File: src/spsc_pkg.sv
// ----------------------------------------------------------------------------
// spsc_pkg
// Shared constants for the pending-signal stack controller.
// ----------------------------------------------------------------------------
package spsc_pkg;

  localparam int NumSignalsDef = 32;
  localparam int SigKill       = 9;
  localparam int SigAlarm      = 14;
  localparam int NestMax       = 255;

  // operation codes
  localparam logic [2:0] OP_POST   = 3'd0;
  localparam logic [2:0] OP_QUERY  = 3'd1;
  localparam logic [2:0] OP_HANDLE = 3'd2;
  localparam logic [2:0] OP_RETURN = 3'd3;
  localparam logic [2:0] OP_SETACT = 3'd4;
  localparam logic [2:0] OP_ALARM  = 3'd5;

endpackage

File: src/signal_pending_stack_controller_top.sv
// ----------------------------------------------------------------------------
// signal_pending_stack_controller_top
// Per-process signal queue, handler nesting, action masks and one alarm.
// ----------------------------------------------------------------------------
// Usage:
//   Input channel (in_valid / in_stall): one operation per transaction with
//   op, signal_number, mask_value, time_sec, time_usec, alarm_seconds.
//   Output channel (out_valid / out_stall): one result per operation,
//   status and signal_out.
//   Config channel (cfg_valid / cfg_ready): writes process_mask; only
//   write while no operation is in flight.
// Timing:
//   A small sequencer walks the queue and the handling set one entry per
//   cycle through a single compare / mask-merge unit. Post, return, set
//   action mask and arm alarm go through the execute state straight to the
//   output register; query also merges the action masks and scans the
//   queue; handle searches the queue, then shifts later entries down.
//   One operation is processed at a time; in_stall is high meanwhile and
//   drops in the cycle after the result is taken.
// Reset: synchronous rst clears queue length, handling set, nesting counts,
//   action masks and the alarm; no clearing pass is needed.
// Stall: a result waits in the output register while out_stall is high;
//   the next operation is not taken until the result is delivered.
// ----------------------------------------------------------------------------
module signal_pending_stack_controller_top
  import spsc_pkg::*;
#(
  parameter int NUM_SIGNALS = NumSignalsDef
) (
  input  logic        clk,
  input  logic        rst,
  input  logic        in_valid,
  output logic        in_stall,
  input  logic [2:0]  op,
  input  logic [5:0]  signal_number,
  input  logic [31:0] mask_value,
  input  logic [31:0] time_sec,
  input  logic [19:0] time_usec,
  input  logic [31:0] alarm_seconds,
  output logic        out_valid,
  input  logic        out_stall,
  output logic        status,
  output logic [5:0]  signal_out,
  input  logic        cfg_valid,
  output logic        cfg_ready,
  input  logic [31:0] cfg_data
);

  localparam int IW = $clog2(NUM_SIGNALS);
  localparam int CW = $clog2(NUM_SIGNALS + 1);
  // masks are 32 bits wide; widen when there are more signals
  localparam int XW = (NUM_SIGNALS > 32) ? NUM_SIGNALS : 32;
  localparam logic [XW-1:0] KILL_BIT = XW'(1) << (SigKill - 1);

  localparam logic [2:0] S_IDLE   = 3'd0;
  localparam logic [2:0] S_EXEC   = 3'd1;
  localparam logic [2:0] S_MERGE  = 3'd2;
  localparam logic [2:0] S_SCAN   = 3'd3;
  localparam logic [2:0] S_SEARCH = 3'd4;
  localparam logic [2:0] S_SHIFT  = 3'd5;
  localparam logic [2:0] S_OUT    = 3'd6;

  logic [2:0]  state;
  logic [2:0]  op_r;
  logic [5:0]  sig_r;
  logic [31:0] mval_r, tsec_r, asec_r;
  logic [19:0] tusec_r;
  logic [31:0] process_mask;

  // signal queue (stack), bounded at NUM_SIGNALS entries
  logic [5:0]  queue [NUM_SIGNALS];
  logic [CW-1:0] qlen;
  logic [NUM_SIGNALS-1:0] handling;
  logic [7:0]  nest [NUM_SIGNALS];
  logic [31:0] act [NUM_SIGNALS];
  logic [NUM_SIGNALS-1:0] act_valid;
  logic [31:0] alarm_delay, alarm_sec;
  logic [19:0] alarm_usec;

  logic [CW-1:0] idx;
  logic [NUM_SIGNALS-1:0] blocked;
  logic        res_status;
  logic [5:0]  res_sig;

  logic        sig_ok;
  logic [IW-1:0] sig_i;
  logic [NUM_SIGNALS-1:0] merge_ok;
  logic [NUM_SIGNALS-1:0] kill_mask;
  logic [31:0] dur;
  logic [IW-1:0] idx_i;
  logic [31:0] act_rd;
  logic [XW-1:0] pmask_ext;
  logic [XW-1:0] act_ext;
  logic [NUM_SIGNALS-1:0] blocked_merged;

  // scan test on the entry below idx
  logic [5:0] qprev;
  logic [NUM_SIGNALS-1:0] qprev_bit;
  logic qent_search_free;

  assign sig_ok     = (sig_r >= 6'd1) && ({26'd0, sig_r} <= 32'(NUM_SIGNALS));
  assign sig_i      = IW'(sig_r - 6'd1);
  assign merge_ok   = {1'b0, {(NUM_SIGNALS-1){1'b1}}};
  assign kill_mask  = KILL_BIT[NUM_SIGNALS-1:0];
  assign dur        = (tsec_r - alarm_sec) - ((tusec_r >= alarm_usec) ? 32'd0 : 32'd1);
  assign idx_i      = IW'(idx);
  assign act_rd     = act_valid[idx_i] ? act[idx_i] : 32'd0;
  assign pmask_ext  = XW'(process_mask);
  assign act_ext    = XW'(act_rd);

  // one action mask merged per cycle
  assign blocked_merged = handling[idx_i] ?
                          (blocked | (act_ext[NUM_SIGNALS-1:0] & merge_ok)) : blocked;

  assign qprev            = queue[IW'(idx - 1'b1)];
  assign qprev_bit        = NUM_SIGNALS'(1) << IW'(qprev - 6'd1);
  assign qent_search_free = (qprev >= 6'd1) && ((blocked & qprev_bit) == '0);

  assign in_stall  = (state != S_IDLE);
  assign cfg_ready = 1'b1;
  assign out_valid = (state == S_OUT);
  assign status    = res_status;
  assign signal_out = res_sig;

  // control sequencer
  always_ff @(posedge clk) begin
    if (rst) begin
      state        <= S_IDLE;
      qlen         <= '0;
      handling     <= '0;
      act_valid    <= '0;
      alarm_delay  <= '0;
      alarm_sec    <= '0;
      alarm_usec   <= '0;
      process_mask <= '0;
      for (int k = 0; k < NUM_SIGNALS; k++) nest[k] <= 8'd0;
    end else begin
      if (cfg_valid) process_mask <= cfg_data;
      case (state)
        S_IDLE: begin
          if (in_valid) begin
            op_r    <= op;
            sig_r   <= signal_number;
            mval_r  <= mask_value;
            tsec_r  <= time_sec;
            tusec_r <= time_usec;
            asec_r  <= alarm_seconds;
            state   <= S_EXEC;
          end
        end
        S_EXEC: begin
          res_status <= 1'b0;
          res_sig    <= 6'd0;
          state      <= S_OUT;
          case (op_r)
            OP_POST: begin
              if (!sig_ok || qlen == CW'(NUM_SIGNALS)) res_status <= 1'b1;
              else begin
                queue[IW'(qlen)] <= sig_r;
                qlen <= qlen + 1'b1;
              end
            end
            OP_QUERY: begin
              if (alarm_delay != 32'd0 && dur >= alarm_delay &&
                  qlen != CW'(NUM_SIGNALS) && NUM_SIGNALS >= SigAlarm) begin
                queue[IW'(qlen)] <= 6'(SigAlarm);
                qlen        <= qlen + 1'b1;
                alarm_delay <= 32'd0;
              end
              blocked <= pmask_ext[NUM_SIGNALS-1:0];
              idx     <= '0;
              state   <= S_MERGE;
            end
            OP_HANDLE: begin
              if (!sig_ok) res_status <= 1'b1;
              else begin
                idx   <= qlen;
                state <= S_SEARCH;
              end
            end
            OP_RETURN: begin
              if (!sig_ok || !handling[sig_i]) res_status <= 1'b1;
              else begin
                if (nest[sig_i] > 8'd0) nest[sig_i] <= nest[sig_i] - 8'd1;
                if (nest[sig_i] <= 8'd1) handling[sig_i] <= 1'b0;
              end
            end
            OP_SETACT: begin
              if (!sig_ok) res_status <= 1'b1;
              else begin
                act[sig_i]       <= mval_r;
                act_valid[sig_i] <= 1'b1;
              end
            end
            OP_ALARM: begin
              alarm_delay <= asec_r;
              alarm_sec   <= tsec_r;
              alarm_usec  <= tusec_r;
            end
            default: res_status <= 1'b1;
          endcase
        end
        // one action mask merged per cycle; kill is never blocked
        S_MERGE: begin
          if (idx == CW'(NUM_SIGNALS - 1)) begin
            blocked <= blocked_merged & ~kill_mask;
            idx     <= qlen;
            state   <= S_SCAN;
          end else begin
            blocked <= blocked_merged;
            idx     <= idx + 1'b1;
          end
        end
        // newest to oldest, one entry per cycle
        S_SCAN: begin
          if (idx == '0) state <= S_OUT;
          else begin
            idx <= idx - 1'b1;
            if (qent_search_free) begin
              res_sig <= qprev;
              state   <= S_OUT;
            end
          end
        end
        S_SEARCH: begin
          if (idx == '0) begin
            res_status <= 1'b1;
            state      <= S_OUT;
          end else if (queue[IW'(idx - 1'b1)] == sig_r) begin
            idx   <= idx - 1'b1;
            qlen  <= qlen - 1'b1;
            if (nest[sig_i] == 8'd0) handling[sig_i] <= 1'b1;
            if (nest[sig_i] != 8'(NestMax)) nest[sig_i] <= nest[sig_i] + 8'd1;
            state <= S_SHIFT;
          end else idx <= idx - 1'b1;
        end
        // shift later entries down one per cycle
        S_SHIFT: begin
          if (idx >= CW'(NUM_SIGNALS - 1)) begin
            queue[NUM_SIGNALS-1] <= 6'd0;
            state <= S_OUT;
          end else begin
            queue[idx_i] <= queue[IW'(idx + 1'b1)];
            idx <= idx + 1'b1;
          end
        end
        S_OUT: begin
          if (!out_stall) state <= S_IDLE;
        end
        default: state <= S_IDLE;
      endcase
    end
  end

endmodule

File: config.mk
export PLATFORM = sky130hd
export DESIGN_NAME = signal_pending_stack_controller_top
export DESIGN_NICKNAME = d
export VERILOG_FILES = /design/src/spsc_pkg.sv /design/src/signal_pending_stack_controller_top.sv
export SDC_FILE = /design/constraint.sdc
export NUM_CORES = 2
export LEC_CHECK = 0
export BUFFER_PORTS_ARGS = -buffer_cell sky130_fd_sc_hd__buf_4
export CAP_MARGIN = 20
export CORE_MARGIN = 5
export CORE_UTILIZATION = 35
export DETAILED_ROUTE_END_ITERATION = 10
export GPL_ROUTABILITY_DRIVEN = 0
export PLACE_DENSITY = 0.5
export SLEW_MARGIN = 20
export SYNTH_ARGS = -nofsm -noshare
export SYNTH_HDL_FRONTEND = slang
export SYNTH_SLANG_ARGS = --single-unit
File: constraint.sdc
create_clock -name clk -period 15.2 [get_ports clk]
set_input_delay 3.8 -clock clk [delete_from_list [all_inputs] [get_ports clk]]
set_output_delay 3.8 -clock clk [all_outputs]
set_load 0.02 [all_outputs]
# Word-level counts from Yosys, hierarchy flattened
# Memory sizes are Yosys's and may differ from the RTL's. A register that Yosys moved wholly into a read port is not among the register bits.
# Index checks and enable logic that the tools add are counted.
[classes]
addsub = 10
magnitude_cmp = 11
eq_ne = 41
shifts = 1
muxes = 104
n_bitwise = 9
reduce_logical = 39
[op_table]
columns = ["cell", "n"]
rows = [
  ["two-way mux 32 bit", 9],
  ["one-hot mux 32 bit (2 select lines)", 3],
  ["two-way mux 6 bit", 13],
  ["bitwise AND 32 bit", 2],
  ["OR 32 bit", 2],
  ["two-way mux 1 bit", 49],
  ["one-hot mux 6 bit (2 select lines)", 4],
  [">= comparator 32 bit", 1],
  ["zero test 32 bit", 1],
  ["inverter 32 bit", 1],
  ["OR 32 x 31 -> 32 bit", 1],
  ["nonzero test 32 bit", 1],
  ["<< shifter 1 x 5 -> 32 bit (first input constant)", 1],
  ["subtractor 32 x 1 -> 32 bit", 1],
  ["subtractor 32 bit", 1],
  ["two-way mux 31 bit", 1],
  ["inequality test 2 bit (second input constant)", 15],
  ["two-way mux 3 bit", 8],
  ["one-hot mux 6 bit (4 select lines)", 1],
  ["one-hot mux 3 bit (7 select lines)", 1],
  [">= comparator 20 bit", 1],
  ["two-way mux 5 bit", 4],
  ["inequality test 3 bit (second input constant)", 6],
  ["AND reduction 6 bit", 3],
  ["other kinds (48)", 85],
]
[word_totals]
ff_bits = 359
mem_bits_rw = 1472
in_bits = 162
output_inout_bits = 10
elab_cells = 237
memories = 3
[mem_list]
columns = ["name", "depth", "word_bits", "rd", "rd_clocked_by_memory_dff", "wr", "line_no", "rtl"]
rows = [
  ["act", 32, 32, 1, 1, 1, "signal_pending_stack_controller_top.sv:75", "logic [31:0] act [NUM_SIGNALS];"],
  ["nest", 32, 8, 1, 0, 32, "signal_pending_stack_controller_top.sv:74", "logic [7:0] nest [NUM_SIGNALS];"],
  ["queue", 32, 6, 2, 0, 1, "signal_pending_stack_controller_top.sv:71", "logic [5:0] queue [NUM_SIGNALS];"],
]

# Longest topological paths before layout
[depth]
ltp_word = 14
ltp_mapped = 45
ltp_nobuf = 44

# Worst setup path after synthesis
# No wires, ideal clock.
[synth_path]
path_type = "input to register"
from = "in rst"
to = "reg asec_r[0], enable pin"
setup_ps = 785
arrival_time_ps = 13206
required_time_ps = 14415
path_slack_ps = 1209
path_stages = 3
path_buffers = 2
cell_sequence = "clkbuf_1 clkbuf_1 nor3b_1"
[synth_between]
elab_chain_cells = 2
[synth_lines]
columns = ["item", "line_no", "rtl"]
rows = [
  ["from (decl)", "signal_pending_stack_controller_top.sv:31", "input logic rst,"],
  ["inverter 1 bit (no source line)", "--", ""],
  ["AND reduction 3 bit (no source line)", "--", ""],
  ["to (signal assigned)", "signal_pending_stack_controller_top.sv:147", "asec_r <= alarm_seconds;"],
  ["to (decl)", "signal_pending_stack_controller_top.sv:66", "logic [31:0] mval_r, tsec_r, asec_r;"],
]
# No other way between the ends.
# A chain may end at the register's enable or synchronous reset.

# Final worst setup path
[layout_path]
from = "reg tusec_r[0]"
to = "mem queue[28][1], enable pin"
[layout_between]
elab_chain_cells = 14
[layout_lines]
columns = ["item", "line_no", "rtl"]
rows = [
  ["from (decl)", "signal_pending_stack_controller_top.sv:67", "logic [19:0] tusec_r;"],
  ["from (signal assigned)", "signal_pending_stack_controller_top.sv:146", "tusec_r <= time_usec;"],
  [">= comparator 20 bit", "signal_pending_stack_controller_top.sv:105", "assign dur = (tsec_r - alarm_sec) - ((tusec_r >= alarm_usec) ? 32'd0 : 32'd1);"],
  ["two-way mux 1 bit", "signal_pending_stack_controller_top.sv:105", ""],
  ["subtractor 32 x 1 -> 32 bit", "signal_pending_stack_controller_top.sv:105", ""],
  [">= comparator 32 bit", "signal_pending_stack_controller_top.sv:164", "if (alarm_delay != 32'd0 && dur >= alarm_delay &&"],
  ["logical AND 1 bit (2 in series)", "signal_pending_stack_controller_top.sv:164", ""],
  ["two-way mux 1 bit", "signal_pending_stack_controller_top.sv:164", ""],
  ["two-way mux 1 bit", "signal_pending_stack_controller_top.sv:155", "case (op_r)"],
  ["two-way mux 1 bit", "signal_pending_stack_controller_top.sv:139", "case (state)"],
  ["two-way mux 1 bit", "signal_pending_stack_controller_top.sv:127", "if (rst) begin"],
  ["two-way mux 1 bit (implied by the code)", "signal_pending_stack_controller_top.sv:166", "queue[IW'(qlen)] <= 6'(SigAlarm);"],
  ["OR 1 bit (no source line)", "--", ""],
  ["two-way mux 1 bit (no source line) (2 in series)", "--", ""],
  ["to (decl)", "signal_pending_stack_controller_top.sv:71", ""],
]
# No other way between the ends.

==> key figures <==
Worst setup path
  – Startpoint class of the critical path: flip-flop
  – Slowest CP cell: nor2_1
  – Crit end category: flip-flop
  – Crit path top cell by count: a21o_1
  – Top delay family on crit path: compound AO/OA/AOI/OAI gates
  – CP bufs+invs: 3
  – CP max FO: 8
  – Critical setup path kind: reg2reg
  – CP arrival: 10.94 ns
  – Critical Path RT: 15.66 ns
  – CP peak stage delay: slightly below 0.8 ns
  – Reg-to-reg slack, setup: around 4.7 ns

Placed design
  – Place WS: 4.79 ns
  – Placed Area: between 0.08 and 0.09 mm²
  – DP Wirelength: approximately 120 mm
  – IO buf count: 169

Clock network
  – CTS buffer count: just under 200
  – CTS tree: done
  – Longest Clk Path Bufs: 3
  – CTS clk-pin slew, worst paths: 0.06 ns
  – Post-cts sizing count: 0
  – Root buffer cell: clkbuf_16
  – H-Tree Level Count: 4
  – Worst-Skew Late Latency: ~0.85 ns
  – Post-CTS setup buffer count: 0
  – CTS Hold Bufs: 0
  – CTS Sinks: 1,803

Floorplanning
  – Core area: 0.218 mm²
  – Starting Density: 35.2%
  – Std-Cell Rows: between 150 and 200
  – Die Y: 478 µm
  – Die area: between 0.2 and 0.25 mm²
  – Die X: approximately 480 µm
  – Top-Level Pins: approximately 170

Route
  – Vias per cell: 5.39
  – DR pass1 iterations: 5
  – Final WL: ~210 mm
  – Drt drc: 0
  – Vias: between 40,000 and 50,000
  – Drt initial violations: roughly 3,700
  – WL/cell: approximately 27 µm
  – Antenna Nets Post-Route: 0

Logic synthesis
  – Syn_nets: a little under 5,000
  – Ys async rst share: 0%
  – Seq/Total Area, Yosys: between 60% and 70%
  – Avg Inst Size Synth: ~17 µm²
  – EDFF count, synth: 1,609
  – Top_reg_cell synth: edfxtp_1
  – Post-Syn Instances: 4,643
  – Post-synth cell types: roughly 80
  – Seq cells post-synth: 1,803
  – Post-Syn Area: 0.0767 mm²
  – Ys Warns: 0

Final layout
  – Layout cells sized above 1: around a quarter
  – Most frequent cells in the layout: edfxtp_1, mux4_2, nor2_1, buf_4, inv_1
  – Multi-input gate area: between 0.02 and 0.025 mm²
  – Storage cell area: approximately 0.052 mm²
  – Syn-to-layout area delta: 14.6%
  – Finished Cell Area: roughly 0.088 mm²
  – # fillers: between 15,000 and 20,000
  – Most common cell after layout, fill and taps aside: edfxtp_1
  – Final nets: slightly above 5,000

Timing
  – RSZ-0062 raised after global routing: false
  – Fin crit share: 68.9%
  – Worst Skew: approximately 0.065 ns
  – Worst slew pin tran: ~1.2 ns
  – Final setup vio count: 0
  – Final hold violations: 0
  – Final Max Tran Viols: 0
  – Post-route minimum period: ~10 ns
  – Fmax: 95.5 MHz
  – WHS: roughly 0.45 ns
  – Setup WS post-layout: around 4.7 ns
  – Relative slew slack: 18.6%
  – Setup TNS: 0 ns

Power and ir drop
  – Sequential Power Share: 40.8%
  – Sw Pwr: around 4.5 mW
  – Total power: roughly 15 mW
  – Gate power share: 27.0%
  – Static Leak: between 20 and 30 nW
  – Clock Power Share: around a third
  – Peak VDD IR: between 0.1 and 0.15 mV
  – Sw Ratio: 31.1%
  – PD cells: around 170 mW/mm²
  – Cell Int Power: between 10 and 15 mW

Global routing
  – First-pass GRT wire length: about 300 mm
  – Global Route Usage Sum: 18.2%
  – Initial antenna violation count: 6
  – Vias in the first global route: between 40,000 and 50,000
  – Remaining Overflow, GRT: 0
  – Largest net degree at the start of global routing: 93

Worst hold path
  – Hold Path Class: reg2reg

Job
  – Max-Cap Viols: 0

Status
  – Status: finished, final reports clean
[worst reg2reg max path: cells and delay by family (launching register included)]
family | cells | cell delay, ns
AO/OA/AOI/OAI | 24 | 5.21
adder cells (fa/ha/maj) | 5 | 1.69
buffers and inverters | 3 | 0.38
flip-flops | 1 | 0.40
AND/OR/NAND/NOR | 9 | 2.46
[synth_stat cells, drive strengths merged, types with 5 or more instances]
cell / number / area (µm²)
mux2: 44 / 495
nand2b: 51 / 319
a21o: 49 / 368
mux2i: 64 / 641
a22oi: 52 / 390
or2: 42 / 263
dfxtp: 194 / 3880
o211ai: 29 / 223
o21ai: 125 / 626
nor2: 456 / 1710
a211oi: 10 / 75.1
or3: 44 / 275
nor3: 17 / 90.1
a31oi: 6 / 50.0
o221ai: 6 / 52.6
and2: 11 / 68.8
nand3b: 7 / 52.6
buf: 90 / 448
nand3: 37 / 195
nand4: 22 / 150
clkbuf: 201 / 758
a22o: 10 / 87.6
and3: 5 / 31.3
ha: 128 / 1600
a21oi: 183 / 920
nor4: 14 / 109
mux4: 500 / 11300
o22ai: 42 / 263
nor2b: 22 / 138
a21boi: 6 / 45.0
xnor2: 35 / 314
nand2: 220 / 826
xor2: 20 / 183
edfxtp: 1609 / 48300
o21a: 6 / 45.0
inv: 231 / 867
[per-stage QoR]
step                instances  util [%]
global placement         7471      37.4
floorplan                4643         -
CTS                      7837      40.4
detailed placement       7473      37.5
finish                   7842      40.4
global route             7840      40.4
[kinds of logic (layout without fill, tap and decap cells)]
| family | Yosys count | count (layout) | synth area share [%] |
|---|---|---|---|
| xor+xnor | 55 | 55 | 0.648 |
| simple gates | 956 | 956 | 5.61 |
| fa+ha+maj | 131 | 131 | 2.17 |
| buf+inv | 522 | 863 | 2.70 |
| mux | 608 | 608 | 16.2 |
| other cells | 1 | 5 | 0.00489 |
| compound gates | 567 | 567 | 4.60 |
| flops | 1803 | 1803 | 68.1 |
[state kept, by name (all words and copies together), names as in the netlist, 20 cells and up, named ones only]
name         count
tusec_r         20
blocked         32
act            992
asec_r          32
alarm_usec      20
nest           256
mval_r          31
pmask_ext       32
alarm_delay     32
tsec_r          32
alarm_sec       32
queue          192
act_valid       32
[final timing paths]
kind / start / endpoint / cells past startpoint
hold / removal: alarm_usec[12] / alarm_usec[12] / 2
setup reg to reg: tusec_r[0] / queue[28][1] / 41
setup / recovery: tusec_r[0] / queue[28][1] / 41
hold reg to reg: alarm_usec[12] / alarm_usec[12] / 2
[final cells by class]
cell class	instances	share of cell area [%]
well taps	2854	4.06
clock buffers	242	5.86
inverters	231	0.987
diodes	4	0.0114
multi-input cells	2318	26.0
repair buffers	268	2.33
flip-flops and latches	1803	59.4
clock inverters	122	1.37
[routing by layer]
layer / wire length [µm] / GRT usage, % / vias up
met3: 10100 / 2.63 / 284
met1: 93500 / 25.5 / 22541
met4: 5110 / 4.88 / 2
li1: - / - / 18402
met2: 102000 / 29.9 / 1076
met5: 13 / 0 / -
[power by group through the flow]
stage | Sequential (mW) | Clock (mW) | Combinational (mW)
after floorplan | 5.83 | 0 | 2.80
after global placement | 6.04 | 0 | 3.96
after detailed placement | 6.04 | 0 | 3.96
after CTS | 5.94 | 4.80 | 3.98
after global routing | 5.96 | 5.01 | 4.22
final | 5.93 | 4.68 | 3.92
(Power assumes the default switching activity.)
